[src/hdl/bcc_pkg.sv]
// ----------------------------------------------------------------------------
// bcc_pkg
// Shared types and constants of the button click classifier: machine phases,
// event codes, configuration register indexes and reset values.
// ----------------------------------------------------------------------------
package bcc_pkg;

  localparam int unsigned TIME_WIDTH_DEFAULT = 32;
  localparam int unsigned NOW_WIDTH          = 32;
  localparam int unsigned MS_WIDTH           = 32;
  localparam int unsigned CFG_INDEX_WIDTH    = 3;
  localparam int unsigned CFG_DATA_WIDTH     = 32;
  localparam int unsigned COUNT_WIDTH        = 8;

  localparam logic [MS_WIDTH-1:0] DEBOUNCE_RESET   = MS_WIDTH'(50);
  localparam logic [MS_WIDTH-1:0] LONG_PRESS_RESET = MS_WIDTH'(1000);
  localparam logic [MS_WIDTH-1:0] CLICK_GAP_RESET  = MS_WIDTH'(400);

  // Two clicks resolve the count phase at once.
  localparam logic [COUNT_WIDTH-1:0] DOUBLE_COUNT = COUNT_WIDTH'(2);
  localparam logic [COUNT_WIDTH-1:0] SINGLE_COUNT = COUNT_WIDTH'(1);

  typedef enum logic [CFG_INDEX_WIDTH-1:0] {
    CFG_DEBOUNCE     = 3'd0,
    CFG_LONG_PRESS   = 3'd1,
    CFG_CLICK_GAP    = 3'd2,
    CFG_CLICK_EN     = 3'd3,
    CFG_DOUBLE_EN    = 3'd4,
    CFG_LONG_START   = 3'd5,
    CFG_LONG_RELEASE = 3'd6
  } cfg_index_t;

  typedef enum logic [2:0] {
    PH_IDLE     = 3'd0,
    PH_DOWN     = 3'd1,
    PH_UP       = 3'd2,
    PH_COUNT    = 3'd3,
    PH_HELD     = 3'd4,
    PH_RELEASED = 3'd5
  } phase_t;

  typedef enum logic [2:0] {
    EV_NONE         = 3'd0,
    EV_CLICK        = 3'd1,
    EV_DOUBLE       = 3'd2,
    EV_LONG_START   = 3'd3,
    EV_LONG_RELEASE = 3'd4
  } event_t;

  typedef struct packed {
    logic click;
    logic double_click;
    logic long_start;
    logic long_release;
  } enable_t;

  typedef struct packed {
    phase_t                 phase;
    logic                   stable_level;
    logic                   last_raw_level;
    logic [COUNT_WIDTH-1:0] click_count;
  } ctrl_t;

  typedef struct packed {
    event_t ev;
    logic   level;
  } result_t;

endpackage

[src/hdl/bcc_step.sv]
// ----------------------------------------------------------------------------
// bcc_step
// Next-state and event logic for one poll: debounce of the raw level, then
// one step of the click / double click / long press machine.
// ----------------------------------------------------------------------------
module bcc_step
  import bcc_pkg::*;
#(
  parameter int unsigned TIME_WIDTH = TIME_WIDTH_DEFAULT
) (
  input  logic                  raw_level,
  input  logic [TIME_WIDTH-1:0] now,
  input  ctrl_t                 ctrl,
  input  logic [TIME_WIDTH-1:0] last_change_time,
  input  logic [TIME_WIDTH-1:0] phase_start_time,
  input  logic [MS_WIDTH-1:0]   debounce_ms,
  input  logic [MS_WIDTH-1:0]   long_press_ms,
  input  logic [MS_WIDTH-1:0]   click_gap_ms,
  input  enable_t               enable,
  output ctrl_t                 ctrl_next,
  output logic [TIME_WIDTH-1:0] last_change_time_next,
  output logic [TIME_WIDTH-1:0] phase_start_time_next,
  output result_t               result
);

  // Compare width wide enough for both a time difference and a 32-bit limit.
  localparam int unsigned CW = (TIME_WIDTH > MS_WIDTH) ? TIME_WIDTH : MS_WIDTH;

  logic [TIME_WIDTH-1:0] since_change;
  logic [TIME_WIDTH-1:0] wait_time;
  logic                  level;
  logic                  settled;
  logic                  long_due;
  logic                  gap_due;
  logic                  soft_reset;
  event_t                ev;

  assign since_change = now - last_change_time;
  assign wait_time    = now - phase_start_time;
  assign settled      = CW'(since_change) >= CW'(debounce_ms);
  assign long_due     = CW'(wait_time) > CW'(long_press_ms);
  assign gap_due      = CW'(wait_time) >= CW'(click_gap_ms);

  always_comb begin
    ctrl_next             = ctrl;
    last_change_time_next = last_change_time;
    phase_start_time_next = phase_start_time;
    ev                    = EV_NONE;
    soft_reset            = 1'b0;

    // Debounce: a changed level restarts the hold timer.
    if (ctrl.last_raw_level == raw_level) begin
      if (settled) begin
        ctrl_next.stable_level = raw_level;
      end
    end else begin
      last_change_time_next    = now;
      ctrl_next.last_raw_level = raw_level;
    end
    level = ctrl_next.stable_level;

    case (ctrl.phase)
      PH_IDLE: begin
        if (level) begin
          ctrl_next.phase       = PH_DOWN;
          phase_start_time_next = now;
          ctrl_next.click_count = '0;
        end
      end
      PH_DOWN: begin
        if (!level) begin
          ctrl_next.phase       = PH_UP;
          phase_start_time_next = now;
        end else if (long_due && enable.long_start) begin
          ev              = EV_LONG_START;
          ctrl_next.phase = PH_HELD;
        end
      end
      PH_UP: begin
        ctrl_next.click_count = ctrl.click_count + COUNT_WIDTH'(1);
        ctrl_next.phase       = PH_COUNT;
      end
      PH_COUNT: begin
        if (level) begin
          ctrl_next.phase       = PH_DOWN;
          phase_start_time_next = now;
        end else if (gap_due || ctrl.click_count == DOUBLE_COUNT) begin
          if (ctrl.click_count == SINGLE_COUNT && enable.click) begin
            ev = EV_CLICK;
          end else if (ctrl.click_count == DOUBLE_COUNT && enable.double_click) begin
            ev = EV_DOUBLE;
          end
          soft_reset = 1'b1;
        end
      end
      PH_HELD: begin
        if (!level) begin
          ctrl_next.phase       = PH_RELEASED;
          phase_start_time_next = now;
        end
      end
      PH_RELEASED: begin
        if (enable.long_release) begin
          ev = EV_LONG_RELEASE;
        end
        soft_reset = 1'b1;
      end
      default: begin
        ctrl_next.phase = PH_IDLE;
      end
    endcase

    // The hold timer's start time survives a soft reset.
    if (soft_reset) begin
      ctrl_next.phase          = PH_IDLE;
      ctrl_next.click_count    = '0;
      ctrl_next.stable_level   = 1'b0;
      ctrl_next.last_raw_level = 1'b0;
      phase_start_time_next    = '0;
    end

    result.ev    = ev;
    result.level = level;
  end

endmodule

[src/hdl/bcc_out_buf.sv]
// ----------------------------------------------------------------------------
// bcc_out_buf
// Two-entry result buffer: an output register backed by a skid register, so
// a new result can be taken while the previous one waits for transfer.
// ----------------------------------------------------------------------------
module bcc_out_buf
  import bcc_pkg::*;
(
  input  logic    clk,
  input  logic    rst,
  input  logic    push,
  input  result_t push_data,
  output logic    can_push,
  output logic    out_valid,
  input  logic    out_ready,
  output result_t out_data
);

  logic    skid_valid;
  result_t skid_data;
  logic    head_free;

  assign can_push  = !skid_valid;
  assign head_free = !out_valid || out_ready;

  always_ff @(posedge clk) begin
    if (rst) begin
      out_valid  <= 1'b0;
      skid_valid <= 1'b0;
    end else if (head_free) begin
      if (skid_valid) begin
        out_valid  <= 1'b1;
        out_data   <= skid_data;
        skid_valid <= 1'b0;
      end else begin
        out_valid <= push;
        out_data  <= push_data;
      end
    end else if (push) begin
      skid_valid <= 1'b1;
      skid_data  <= push_data;
    end
  end

  a_skid_needs_head: assert property (@(posedge clk) disable iff (rst)
    skid_valid |-> out_valid)
    else $error("skid entry held while output register is empty");

  a_stall_holds: assert property (@(posedge clk) disable iff (rst)
    (out_valid && !out_ready) |=> out_valid && $stable(out_data))
    else $error("pending result changed before transfer");

  a_skid_drains_first: assert property (@(posedge clk) disable iff (rst)
    (skid_valid && out_ready) |=> out_valid && out_data == $past(skid_data))
    else $error("skid entry lost or reordered");

endmodule

[src/hdl/button_click_classifier_core.sv]
// ----------------------------------------------------------------------------
// button_click_classifier_core
// Debounced push-button classifier reporting click, double click, long press
// start and long press release, one result per poll.
// ----------------------------------------------------------------------------
// Each accepted poll (raw level plus millisecond time) is processed in the
// cycle it is accepted: the debounce and phase logic update the state
// registers at that edge and the result is registered in the output buffer.
// A poll can be accepted every cycle that in_ready is high. Results wait in a
// two-entry output buffer, so in_ready drops only when two results are waiting
// for transfer. Configuration writes are always taken (cfg_ready is tied
// high); writes to an index beyond the register list are ignored. Times are
// kept at TIME_WIDTH bits and all differences wrap at that width.
module button_click_classifier_core
  import bcc_pkg::*;
#(
  parameter int unsigned TIME_WIDTH = TIME_WIDTH_DEFAULT
) (
  input  logic                       clk,
  input  logic                       rst,
  input  logic                       cfg_valid,
  output logic                       cfg_ready,
  input  logic [CFG_INDEX_WIDTH-1:0] cfg_index,
  input  logic [CFG_DATA_WIDTH-1:0]  cfg_data,
  input  logic                       in_valid,
  output logic                       in_ready,
  input  logic                       raw_level,
  input  logic [NOW_WIDTH-1:0]       now_ms,
  output logic                       out_valid,
  input  logic                       out_ready,
  output logic [2:0]                 event_res,
  output logic                       clean_level
);

  localparam int unsigned NW = (TIME_WIDTH < NOW_WIDTH) ? TIME_WIDTH : NOW_WIDTH;

  logic [MS_WIDTH-1:0]   debounce_ms;
  logic [MS_WIDTH-1:0]   long_press_ms;
  logic [MS_WIDTH-1:0]   click_gap_ms;
  enable_t               enable;

  ctrl_t                 ctrl;
  ctrl_t                 ctrl_next;
  logic [TIME_WIDTH-1:0] last_change_time;
  logic [TIME_WIDTH-1:0] last_change_time_next;
  logic [TIME_WIDTH-1:0] phase_start_time;
  logic [TIME_WIDTH-1:0] phase_start_time_next;
  logic [TIME_WIDTH-1:0] now;
  result_t               step_result;
  result_t               out_data;
  logic                  accept;

  assign cfg_ready = 1'b1;
  assign accept    = in_valid && in_ready;
  assign now       = TIME_WIDTH'(now_ms[NW-1:0]);

  always_ff @(posedge clk) begin
    if (rst) begin
      debounce_ms   <= DEBOUNCE_RESET;
      long_press_ms <= LONG_PRESS_RESET;
      click_gap_ms  <= CLICK_GAP_RESET;
      enable        <= '0;
    end else if (cfg_valid) begin
      case (cfg_index)
        CFG_DEBOUNCE:     debounce_ms         <= cfg_data[MS_WIDTH-1:0];
        CFG_LONG_PRESS:   long_press_ms       <= cfg_data[MS_WIDTH-1:0];
        CFG_CLICK_GAP:    click_gap_ms        <= cfg_data[MS_WIDTH-1:0];
        CFG_CLICK_EN:     enable.click        <= cfg_data[0];
        CFG_DOUBLE_EN:    enable.double_click <= cfg_data[0];
        CFG_LONG_START:   enable.long_start   <= cfg_data[0];
        CFG_LONG_RELEASE: enable.long_release <= cfg_data[0];
        default: ;
      endcase
    end
  end

  bcc_step #(
    .TIME_WIDTH(TIME_WIDTH)
  ) u_step (
    .raw_level             (raw_level),
    .now                   (now),
    .ctrl                  (ctrl),
    .last_change_time      (last_change_time),
    .phase_start_time      (phase_start_time),
    .debounce_ms           (debounce_ms),
    .long_press_ms         (long_press_ms),
    .click_gap_ms          (click_gap_ms),
    .enable                (enable),
    .ctrl_next             (ctrl_next),
    .last_change_time_next (last_change_time_next),
    .phase_start_time_next (phase_start_time_next),
    .result                (step_result)
  );

  always_ff @(posedge clk) begin
    if (rst) begin
      ctrl             <= '{phase: PH_IDLE, default: '0};
      last_change_time <= '0;
      phase_start_time <= '0;
    end else if (accept) begin
      ctrl             <= ctrl_next;
      last_change_time <= last_change_time_next;
      phase_start_time <= phase_start_time_next;
    end
  end

  bcc_out_buf u_out_buf (
    .clk       (clk),
    .rst       (rst),
    .push      (accept),
    .push_data (step_result),
    .can_push  (in_ready),
    .out_valid (out_valid),
    .out_ready (out_ready),
    .out_data  (out_data)
  );

  assign event_res   = out_data.ev;
  assign clean_level = out_data.level;

  a_long_start_holds: assert property (@(posedge clk) disable iff (rst)
    (accept && step_result.ev == EV_LONG_START) |=> ctrl.phase == PH_HELD)
    else $error("long press start without entering held phase");

  a_up_counts: assert property (@(posedge clk) disable iff (rst)
    (accept && ctrl.phase == PH_UP) |=>
      ctrl.phase == PH_COUNT && ctrl.click_count == $past(ctrl.click_count) + 8'd1)
    else $error("release did not advance the click count");

  a_click_resets: assert property (@(posedge clk) disable iff (rst)
    (accept && (step_result.ev == EV_CLICK || step_result.ev == EV_DOUBLE)) |=>
      ctrl.phase == PH_IDLE && ctrl.click_count == '0 && !ctrl.stable_level)
    else $error("click report did not return the machine to idle");

endmodule

[config.mk]
export PLATFORM = sky130hd
export DESIGN_NAME = button_click_classifier_core
export DESIGN_NICKNAME = d
export VERILOG_FILES = /design/src/hdl/bcc_pkg.sv /design/src/hdl/bcc_step.sv /design/src/hdl/bcc_out_buf.sv /design/src/hdl/button_click_classifier_core.sv
export SDC_FILE = /design/constraint.sdc
export NUM_CORES = 1
export LEC_CHECK = 0
export ABC_AREA = 0
export BUFFER_PORTS_ARGS = -buffer_cell sky130_fd_sc_hd__buf_2
export CAP_MARGIN = 20
export CORE_MARGIN = 8
export CORE_UTILIZATION = 45
export DETAILED_ROUTE_END_ITERATION = 12
export GPL_ROUTABILITY_DRIVEN = 0
export GPL_TIMING_DRIVEN = 1
export PLACE_DENSITY = 0.67
export SETUP_SLACK_MARGIN = 0.4
export SLEW_MARGIN = 20
export SYNTH_ARGS = -nofsm -noshare
export SYNTH_HDL_FRONTEND = slang
export SYNTH_SLANG_ARGS = --single-unit
[constraint.sdc]
create_clock -name clk -period 5.95 [get_ports clk]
set_input_delay 0 -clock clk [delete_from_list [all_inputs] [get_ports clk]]
set_output_delay 0 -clock clk [all_outputs]
set_load 0.02 [all_outputs]
==> results of run 1 <==
## worst max-delay path, delay by kind of cell (launching register included)
family / cells / cell delay (ns)
compound gates: 12 / 2.43
fa+ha+maj: 3 / 0.84
simple gates: 3 / 0.69
buf+inv: 4 / 0.50
mux: 1 / 0.35
flops: 1 / 0.33
xor+xnor: 1 / 0.10
## metal layers
| layer | wire, microns | track usage |
|---|---|---|
| met5 | 0 | 0 |
| met4 | 1080 | 0.0794 |
| met3 | 1760 | 0.0335 |
| met2 | 16600 | 0.350 |
| met1 | 15600 | 0.259 |
## cell type report
type | count | share of cell area
Clock buffer | 18 | 0.0293
Timing Repair Buffer | 176 | 0.0930
Sequential cell | 187 | 0.261
Tap cell | 341 | 0.0291
Inverter | 179 | 0.0458
Clock inverter | 14 | 0.0102
Multi-Input combinational cell | 1164 | 0.532
## flip-flops by register name, summed over array words and instances, names as in the netlist
register and flops:
u_out_buf.out_data 4, last_change_time 32, u_out_buf.skid_valid 1, debounce_ms 32
long_press_ms 32, click_gap_ms 32, u_out_buf.out_valid 1, u_out_buf.skid_data 4
ctrl 13, phase_start_time 32, enable 4
## power groups by stage
stage / Sequential [mW] / Clock, mW / Combinational, mW
4_1_cts: 1.36 / 1.17 / 1.25
6_report: 1.36 / 1.15 / 1.30
3_3_place_gp: 1.39 / 0 / 1.15
3_5_place_dp: 1.39 / 0 / 1.18
5_1_grt: 1.37 / 1.22 / 1.43
2_1_floorplan: 1.37 / 0 / 0.852
## timing repair
action,CTS,global route
hold buffers,72,0
gates cloned,1,1
endpoints found under the setup margin,43,48
pin swaps,2,14
resized for setup,5,29
buffers inserted,3,4
endpoints found under the hold margin,167,0
## worst paths after layout
| check | end | startpoint | slack [ns] |
|---|---|---|---|
| max | phase_start_time[9] | last_change_time[0] | 0.58 |
| min | ctrl[12] | rst | 0.02 |
| max reg2reg | phase_start_time[9] | last_change_time[0] | 0.58 |
| min reg2reg | last_change_time[1] | last_change_time[1] | 0.46 |
## stage by stage
step	instance area, sq um	power, mW	hold WS [ns]
after global placement	13100	2.54	0.247
after global routing	14700	4.02	0.0644
after detailed placement	13100	2.57	0.256
after floorplan	12400	2.23	0.126
after CTS	14500	3.78	0.0176
final	14700	3.81	0.0151
## cell usage after synthesis (19+ instances only)
cell and number:
a21o_1 26, a21oi_1 216, a22o_1 33, clkbuf_1 46, dfxtp_1 179, ha_1 161, inv_1 178, nand2_1 308
nand3_1 28, nand4_1 19, nor2_1 45, nor3_1 25, o211ai_1 25, o21ai_0 42, xnor2_1 41
## cell usage in the layout, fill, tap and decap left out, drive strengths merged, types with 6 or more instances in the layout
cell         Yosys  routed
a211oi           8       8
dlygate4sd3      0      72
a31o            10      10
or3              6       6
and2             6       6
nor3            25      25
a22o            33      33
edfxtp           8       8
a31oi            7       7
a2111oi          8       8
a21o            26      26
xor2            17      17
nand4           19      19
nor2            46      46
dfxtp          179     179
o211ai          25      25
nand2          308     308
inv            179     190
nor2b           13      13
nand2b          15      15
buf             11     103
o21bai          10      10
ha             161     161
o21a            13      13
nand3           28      28
xnor2           41      41
o21ai           49      49
clkbuf          46      19
a21oi          218     219
## kinds of logic (layout without fill, tap and decap cells)
logic type,count (synthesis),count (layout)
adder cells (fa/ha/maj),163,163
buffers and inverters,236,387
XOR/XNOR,58,58
AO/OA/AOI/OAI,439,440
AND/OR/NAND/NOR,494,494
flip-flops,187,187
multiplexers,8,8
other,1,1
==> key figures, run 1 <==
Status
  – Status: completed

CTS
  – CTS tree: built
  – Total CTS buffers: 17
  – Clock Path Buffers: 2
  – Clock slew at reported path FFs: 0.08 ns
  – Clk sinks: 187
  – Root Driver: clkbuf_16
  – Clock Latency Late Sink: 0.46 ns
  – Max H-tree Level: 4

Routing
  – DRT Pass-1 Iters: 7
  – Final wirelength: 35.1 mm
  – Post-DR vias/cell: 5.53
  – Final ANT Viol Nets: 0
  – Routed via count: 11,499
  – DRC Markers: 0
  – DRT iter0 DRCs: 809
  – Post-DR wirelength/cell: 16.9 microns

Floorplan
  – Die X: 182 microns
  – Core area: 27,000 sq um
  – Die ar.: 33,000 sq um
  – # rows: 60
  – Initial Util: 0.458
  – Die Height: 182 microns
  – Top-Level Pins: 80

Setup path
  – Crit-path cells: ha_2 > inv_1 > fa_2 > a211oi_2 > o21bai_1 > a22o_1 > o41ai_4 > o31a_1 > o2bb2ai_4 > o21ai_0 > a21oi_1 > xnor2_1 > ha_1 > nand4_1 > nor4_4 > o311ai_2 > mux2i_2 > nor2_4 > inv_2 > buf_4 > o211ai_1 > a22o_2 > clkbuf_16 > a22o_1
  – Crit end category: flop
  – Most used cell along the critical path: a22o_1
  – Max stage delay on crit path: 0.37 ns
  – CP Launch Type: flop
  – CP max FO: 16
  – Worst R2R Path Depth: 24
  – Critical Path RT: 6.30 ns
  – Critical path class: reg2reg
  – CP max stage cell: fa_2
  – Critical path arrival: 5.72 ns

Synthesis
  – Yosys top cell by area: dfxtp_1
  – Post-synth top flop: dfxtp_1
  – Async set or reset register ratio after synthesis: 0
  – Top cell type's share of synthesized area: 0.290
  – Syn avg cell area: 7.79 sq um
  – Synth Area in Compound Gates: 0.224
  – Synth Area in Simple Gates: 0.177
  – Synthesized flop and latch total: 187
  – Largest family of logic cells by synthesized area: compound AO/OA/AOI/OAI gates
  – Sequential share of the synthesized area: 0.310
  – Cells after synthesis: 1,586
  – Synthesized Nets: 1,822
  – Post-synth EDFFs: 8
  – Synth top area cells: dfxtp_1, ha_1, nand2_1
  – Synth unique cells: 77
  – XOR/XNOR share of the synthesized area: 0.0411
  – Area of the mapped netlist: 12,400 sq um
  – Mux contribution to synthesized area: 0.00709
  – Yosys warning total: 0
  – Adder-Cell Fraction of Synth Area: 0.166

Timing
  – Worst Max-Slew Pin Slew: 0.947 ns
  – Fin crit share: 0.902
  – Worst slew margin: 0.369
  – PnR worst setup slack: 0.582 ns
  – RSZ-0062 raised after global routing: no
  – Pins Over Slew Limit: 0
  – Setup tns final: 0 ns
  – Final min period: 5.37 ns
  – Setup Viol. Count Final: 0
  – Final hold violations: 0
  – Skew final: 0.0135 ns
  – Peak Freq: 186 MHz

Layout
  – Register area: 3820 sq um
  – Share of layout cells above drive strength 1: 0.102
  – Area Growth Syn to Fin: 18.7%
  – Post-route core utilization: 0.544
  – # nets final: 1,961
  – Fin cells: 2,079
  – Area of the multi-input gates: 7790 sq um
  – Final-layout fill cell count: 2,511
  – Ant diodes: 0

Placed design
  – Buffers on Ports: 78
  – DP Wirelength: 25.2 mm
  – Placed cells: 1,966
  – Dpl ws: -0.131 ns

Power
  – Sw Ratio: 0.364
  – PD cells: 260 nW/um^2
  – Sw Pwr: 1.39 mW
  – P_int: 2.42 mW
  – Leak: 5.65 nW
  – Combinational share of power: 0.340
  – Clock share of power: 0.302
  – VDD IR max: 190 uV
  – Register share of total power: 0.358

Global route
  – Largest net degree at the start of global routing: 84
  – First-pass GRT wire length: 55.6 mm
  – Total Routing Usage GR: 0.207
  – Initial antenna violation count: 0
  – Total grt overflow: 0
  – Vias in the first global route: 11,061

Flow run
  – # Max-Cap Violations: 0

Min path
  – HP Class: in2reg
  – Hold path depth: 2
Note: power is estimated with default switching activity, not from simulation.
==> run 2: changes to the inputs <==
CELL_PAD_IN_SITES_DETAIL_PLACEMENT = 0   (was default)
CELL_PAD_IN_SITES_GLOBAL_PLACEMENT = 1   (was default)
PLACE_DENSITY = 0.84   (was 0.67)
==> key figures, run 2 (same netlist as run 1, synthesis figures left out) <==
Setup path
  – Crit end category: flop (unchanged)
  – Worst R2R Setup Slack: 0.62 ns (was 0.58 ns)
  – Critical Path RT: 6.29 ns (was 6.30 ns)
  – Worst R2R Path Depth: 21 (was 24)
  – CP Launch Type: flop (unchanged)
  – R2r startpoint: phase_start_time[1] (was last_change_time[0])
  – CP max FO: 8 (was 16)
  – RR Endpoint: ctrl[1] (was phase_start_time[9])
  – Critical path arrival: 5.67 ns (was 5.72 ns)
  – Critical path class: reg2reg (unchanged)

Global route
  – Initial antenna violation count: 0 (unchanged)
  – First-pass GRT wire length: 56.1 mm (was 55.6 mm)
  – Total grt overflow: 0 (unchanged)
  – Vias in the first global route: 11,006 (was 11,061)
  – Total Routing Usage GR: 0.209 (was 0.207)
  – Largest net degree at the start of global routing: 77 (was 84)

Routing
  – DRC Markers: 0 (unchanged)
  – Routed via count: 11,204 (was 11,499)
  – Post-DR wirelength/cell: 16.5 microns (was 16.9 microns)
  – Wl on met1: 15.6 mm (about the same)
  – Final ANT Viol Nets: 0 (unchanged)
  – Final wirelength: 34.2 mm (was 35.1 mm)
  – Max Used Layer: met4 (unchanged)
  – DRT iter0 DRCs: 802 (was 809)
  – Post-DR vias/cell: 5.42 (was 5.53)
  – WL met2: 16.3 mm (was 16.6 mm)
  – DRT Pass-1 Iters: 5 (was 7)
  – Met3 Wirelength: 1.38 mm (was 1.76 mm)

Floorplan
  – # rows: 60 (unchanged)
  – Core area: 27,000 sq um (unchanged)
  – Die ar.: 33,000 sq um (unchanged)
  – Die Height: 182 microns (unchanged)
  – Top-Level Pins: 80 (unchanged)
  – Initial Util: 0.458 (unchanged)
  – Die X: 182 microns (unchanged)

Timing
  – Worst Max-Slew Pin Slew: 0.891 ns (was 0.947 ns)
  – Pins Over Slew Limit: 0 (unchanged)
  – WHS: 0.0799 ns (was 0.0151 ns)
  – Fin crit share: 0.896 (was 0.902)
  – Final min period: 5.33 ns (was 5.37 ns)
  – RSZ-0062 raised after global routing: no (unchanged)
  – Final hold violations: 0 (unchanged)
  – Setup tns final: 0 ns (unchanged)
  – Peak Freq: 188 MHz (was 186 MHz)
  – Setup Viol. Count Final: 0 (unchanged)
  – Skew final: 0.0144 ns (was 0.0135 ns)
  – Worst slew margin: 0.406 (was 0.369)

Power
  – PD cells: 262 nW/um^2 (was 260 nW/um^2)
  – Leak: 5.59 nW (was 5.65 nW)
  – Sw Ratio: 0.338 (was 0.364)
  – Combinational share of power: 0.327 (was 0.340)
  – VDD IR max: 189 uV (was 190 uV)
  – Clock share of power: 0.315 (was 0.302)
  – Register share of total power: 0.358 (about the same)
  – P_int: 2.52 mW (was 2.42 mW)
  – Sw Pwr: 1.29 mW (was 1.39 mW)

CTS
  – Clock Latency Late Sink: 0.44 ns (was 0.46 ns)
  – Clock slew at reported path FFs: 0.07 ns (was 0.08 ns)
  – CTS tree: built (unchanged)
  – Max H-tree Level: 4 (unchanged)
  – Root Driver: clkbuf_16 (unchanged)
  – Clock Path Buffers: 2 (unchanged)
  – Total CTS buffers: 17 (unchanged)
  – Clk sinks: 187 (unchanged)

Flow run
  – # Max-Cap Violations: 0 (unchanged)

Layout
  – Most frequent cells in the layout: nand2_1, a21oi_1, dfxtp_1 (unchanged)
  – # nets final: 1,950 (was 1,961)
  – Area Growth Syn to Fin: 17.6% (was 18.7%)
  – Fin cells: 2,067 (was 2,079)
  – Ant diodes: 0 (unchanged)
  – Commonest non-fill, non-tap cell in the layout: nand2_1 (unchanged)
  – Share of layout cells above drive strength 1: 0.0944 (was 0.102)
  – Final-layout fill cell count: 2,555 (was 2,511)
  – Post-route core utilization: 0.539 (was 0.544)

Placed design
  – DP Wirelength: 25.2 mm (about the same)
  – Buffers on Ports: 78 (unchanged)
  – Placed cells: 1,962 (was 1,966)

Min path
  – Hold path startpoint: rst (unchanged)
  – HP Class: in2reg (unchanged)
  – Hold path depth: 2 (unchanged)
  – Hold Path Sink: u_out_buf.out_valid (was ctrl[12])

Status
  – Status: completed (unchanged)
==> run 2: repair_timing <==
action,4_1_cts,5_1_grt
pin swaps,1,7
buffers inserted,0,2
resized for setup,7,20
endpoints found under the setup margin,43,48
hold buffers,72,0
hold endpoints to repair,167,0
==> run 2: worst max-delay path, cell delays in order (launching register included) <==
cell and delay, ns:
dfxtp_1 0.35, inv_1 0.07, ha_1 0.26, nor2b_1 0.15, o31ai_2 0.31, a21oi_2 0.17
a2111oi_4 0.41, o21bai_2 0.17, a31o_2 0.29, a21oi_4 0.20, nor3_1 0.08, or3_1 0.42
ha_1 0.33, nand4_1 0.20, nor3_1 0.24, a22oi_1 0.12, o211ai_1 0.11, o21ai_1 0.17
or4b_4 0.58, o21ai_4 0.17, a21boi_4 0.12, mux2_4 0.30
==> run 2: per-layer routing <==
metal | vias to the layer above | track usage
li1 | 5733 | -
met1 | 5166 | 0.262
met2 | 250 | 0.360
met3 | 55 | 0.0335
met4 | 0 | 0.0676
met5 | - | 0
==> run 2: power by group through the flow <==
stage	registers, mW	logic, mW	clock network [mW]
global placement	1.39	1.15	0
floorplan	1.37	0.852	0
finish	1.36	1.25	1.20
global route	1.37	1.41	1.27
detailed placement	1.39	1.18	0
CTS	1.36	1.23	1.22
==> run 2: through the flow <==
step | setup slack (ns) | instance area, sq um | total power [mW]
finish | 0.621 | 14500 | 3.81
CTS | 0.473 | 14400 | 3.82
global route | 0.378 | 14500 | 4.05
detailed placement | 0.218 | 13100 | 2.57
floorplan | 0.791 | 12400 | 2.23
global placement | 0.308 | 13100 | 2.54
==> run 2: layout make-up <==
type	instances	area [sq um]	share of cell area
clock buffer	21	460	0.0317
tap	341	427	0.0294
multi-input combinational	1163	7750	0.534
clock inverter	10	140	0.00965
sequential	187	3820	0.263
inverter	179	672	0.0463
timing repair buffer	166	1250	0.0860
==> run 2: worst max path at each step <==
stage | from | to | slack, ns
floorplan | last_change_time[0] | ctrl[1] | 0.79
global placement | phase_start_time[1] | ctrl[1] | 0.31
detailed placement | last_change_time[0] | phase_start_time[4] | 0.22
CTS | last_change_time[0] | phase_start_time[4] | 0.47
global route | phase_start_time[4] | ctrl[1] | 0.38
finish | phase_start_time[1] | ctrl[1] | 0.62
==> run 3: changes to the inputs <==
ABC_AREA = 1   (was 0)
CORE_MARGIN = default   (was 8)
PLACE_DENSITY = 0.86   (was 0.84)
==> key figures, run 3 <==
Routing
  – DRT iter0 DRCs: 689 (was 802)
  – Final ANT Viol Nets: 0 (unchanged)
  – Final wirelength: 35.0 mm (was 34.2 mm)
  – Routed via count: 11,961 (was 11,204)
  – DRC Markers: 0 (unchanged)
  – DRT Pass-1 Iters: 5 (unchanged)
  – Post-DR vias/cell: 5.09 (was 5.42)
  – Post-DR wirelength/cell: 14.9 microns (was 16.5 microns)

Global route
  – Largest net degree at the start of global routing: 80 (was 77)
  – Vias in the first global route: 11,422 (was 11,006)
  – Total Routing Usage GR: 0.249 (was 0.209)
  – Total grt overflow: 0 (unchanged)
  – Initial antenna violation count: 0 (unchanged)
  – First-pass GRT wire length: 56.7 mm (was 56.1 mm)

CTS
  – Max H-tree Level: 4 (unchanged)
  – Clock Latency Late Sink: 0.44 ns (about the same)
  – Clock Path Buffers: 2 (unchanged)
  – CTS tree: built (unchanged)
  – Clk sinks: 187 (unchanged)
  – Total CTS buffers: 17 (unchanged)
  – Root Driver: clkbuf_16 (unchanged)
  – Clock slew at reported path FFs: 0.08 ns (was 0.07 ns)

Placed design
  – Area of placed instances: 13,400 sq um (was 13,100 sq um)
  – DP Wirelength: 26.7 mm (was 25.2 mm)
  – Buffers on Ports: 78 (unchanged)

Timing
  – Worst slew margin: 0.335 (was 0.406)
  – Final hold violations: 0 (unchanged)
  – RSZ-0062 raised after global routing: no (unchanged)
  – Pins Over Slew Limit: 0 (unchanged)
  – Skew final: 0.0193 ns (was 0.0144 ns)
  – Fin crit share: 0.861 (was 0.896)
  – Setup tns final: 0 ns (unchanged)
  – Setup Viol. Count Final: 0 (unchanged)
  – Final min period: 5.12 ns (was 5.33 ns)
  – Worst Max-Slew Pin Slew: 0.996 ns (was 0.891 ns)
  – Peak Freq: 195 MHz (was 188 MHz)

Min path
  – HP Class: in2reg (unchanged)
  – Hold path startpoint: rst (unchanged)

Layout
  – # nets final: 2,194 (was 1,950)
  – Area Growth Syn to Fin: 16.2% (was 17.6%)
  – Most frequent cells in the layout: nand2_1, inv_1, a21oi_1 (was nand2_1, a21oi_1, dfxtp_1)
  – Ant diodes: 0 (unchanged)
  – Share of layout cells above drive strength 1: 0.0695 (was 0.0944)
  – Commonest non-fill, non-tap cell in the layout: nand2_1 (unchanged)
  – Post-route core utilization: 0.532 (was 0.539)
  – Final Cell Area: 14,800 sq um (was 14,500 sq um)

Floorplan
  – Die ar.: 29,000 sq um (was 33,000 sq um)
  – # rows: 61 (was 60)
  – Initial Util: 0.458 (about the same)
  – Top-Level Pins: 80 (unchanged)
  – Core area: 27,900 sq um (was 27,000 sq um)
  – Die X: 170 microns (was 182 microns)
  – Die Height: 170 microns (was 182 microns)

Power
  – Sw Ratio: 0.432 (was 0.338)
  – Combinational share of power: 0.490 (was 0.327)
  – PD cells: 346 nW/um^2 (was 262 nW/um^2)
  – Clock share of power: 0.229 (was 0.315)
  – Leak: 6.75 nW (was 5.59 nW)
  – VDD IR max: 187 uV (was 189 uV)
  – Register share of total power: 0.280 (was 0.358)
  – Sw Pwr: 2.22 mW (was 1.29 mW)
  – P_int: 2.91 mW (was 2.52 mW)

Synthesis
  – Synth top area cells: dfxtp_1, ha_1, nand2_1 (unchanged)
  – Sequential share of the synthesized area: 0.300 (was 0.310)
  – Yosys top cell by area: dfxtp_1 (unchanged)
  – Async set or reset register ratio after synthesis: 0 (unchanged)
  – Post-synth EDFFs: 8 (unchanged)
  – Area of the mapped netlist: 12,800 sq um (was 12,400 sq um)
  – Syn avg cell area: 6.96 sq um (was 7.79 sq um)
  – Yosys warning total: 0 (unchanged)
  – Post-synth top flop: dfxtp_1 (unchanged)
  – Cells after synthesis: 1,832 (was 1,586)
  – Top cell type's share of synthesized area: 0.281 (was 0.290)
  – Synth cell count leaders: nand2_1, inv_1, a21oi_1 (was nand2_1, a21oi_1, dfxtp_1)
  – Synthesized Nets: 2,068 (was 1,822)
  – Synth unique cells: 44 (was 77)
  – Most instantiated library cell after synthesis: nand2_1 (unchanged)
  – Synthesized flop and latch total: 187 (unchanged)

Setup path
  – Max stage delay on crit path: 0.53 ns (was 0.58 ns)
  – R2r startpoint: phase_start_time[0] (was phase_start_time[1])
  – Critical path arrival: 5.44 ns (was 5.67 ns)
  – CP max FO: 46 (was 8)
  – RR Endpoint: phase_start_time[25] (was ctrl[1])
  – Most used cell along the critical path: nand2_1
  – Worst R2R Setup Slack: 0.83 ns (was 0.62 ns)
  – Critical Path RT: 6.27 ns (was 6.29 ns)
  – CP startpoint: now_ms[0] (was phase_start_time[1])
  – Critical path class: in2reg (was reg2reg)
  – CP max stage cell: dlygate4sd3_1 (was or4b_4)
  – Worst R2R Path Depth: 28 (was 21)
  – CP Launch Type: primary input (was flop)
  – Crit end category: flop (unchanged)
  – Setup crit end: phase_start_time[25] (was ctrl[1])

Flow run
  – # Max-Cap Violations: 0 (unchanged)

Status
  – Status: completed (unchanged)
[run 3: changes by cell type after synthesis, moves of 14 or more]
cell and delta:
nor2_1 +136, o21ai_0 +133, inv_1 +103, a22o_1 -33, xor2_1 +27, nand3_1 +26
xnor2_1 -19, a21o_1 -17, a21oi_1 +15, nand2_1 +14, nand2b_1 -14, nor3_1 -14
[run 3: per-stage QoR]
stage	hold WS, ns	cells	setup WS (ns)	power, mW
finish	0.0748	2349	0.825	5.13
global route	0.0844	2349	0.417	5.59
CTS	0.0737	2349	0.564	5.15
detailed placement	0.260	2242	0.688	3.91
global placement	0.249	2242	0.795	3.86
floorplan	0.130	1832	2.07	3.30
[run 3: layout make-up]
| class | count | area [sq um] |
|---|---|---|
| clock inverters | 15 | 170 |
| clock buffers | 17 | 425 |
| multi-input cells | 1308 | 7660 |
| repair buffers | 160 | 1190 |
| inverters | 284 | 1070 |
| fillers | 2759 | 13000 |
| well taps | 378 | 473 |
| flip-flops and latches | 187 | 3820 |
[run 3: logic make-up after synthesis]
logic type | count (synthesis) | share of synthesized area
flip-flops | 187 | 0.300
other | 1 | 0.000294
adder cells (fa/ha/maj) | 163 | 0.161
buffers and inverters | 337 | 0.102
XOR/XNOR | 66 | 0.0453
AO/OA/AOI/OAI | 473 | 0.198
AND/OR/NAND/NOR | 605 | 0.194
[run 3: worst min path at each step]
stage	to	slack (ns)	cells past startpoint
after floorplan	click_gap_ms[4]	0.13	2
after global placement	u_out_buf.skid_valid	0.25	3
after detailed placement	u_out_buf.skid_valid	0.26	3
after CTS	ctrl[1]	0.07	3
after global routing	ctrl[1]	0.08	3
final	ctrl[1]	0.07	3
[run 3: timing repair]
item / CTS / global route
hold endpoints to repair: 162 / 0
resized for setup: 0 / 6
endpoints found under the setup margin: 0 / 39
buffers inserted: 0 / 0
hold buffers: 75 / 0
[run 3: power by group through the flow]
| stage | logic [mW] | registers (mW) | clock network (mW) |
|---|---|---|---|
| global placement | 2.40 | 1.46 | 0 |
| finish | 2.52 | 1.44 | 1.18 |
| detailed placement | 2.45 | 1.47 | 0 |
| global route | 2.89 | 1.45 | 1.24 |
| floorplan | 1.84 | 1.46 | 0 |
| CTS | 2.51 | 1.44 | 1.20 |
[run 3: critical path, delay by kind of cell]
| kind | cells | cell delay [ns] |
|---|---|---|
| AND/OR/NAND/NOR | 16 | 2.38 |
| buffers and inverters | 5 | 0.92 |
| adder cells (fa/ha/maj) | 3 | 0.78 |
| AO/OA/AOI/OAI | 6 | 1.08 |
| XOR/XNOR | 1 | 0.28 |
[run 3: per-layer routing]
metal  track usage  up-vias  part of all wire
li1              -     6263                 -
met1         0.291     5423              0.44
met2         0.459      225              0.50
met3        0.0356       50             0.031
met4        0.0909        0             0.031
met5             0        -                 0
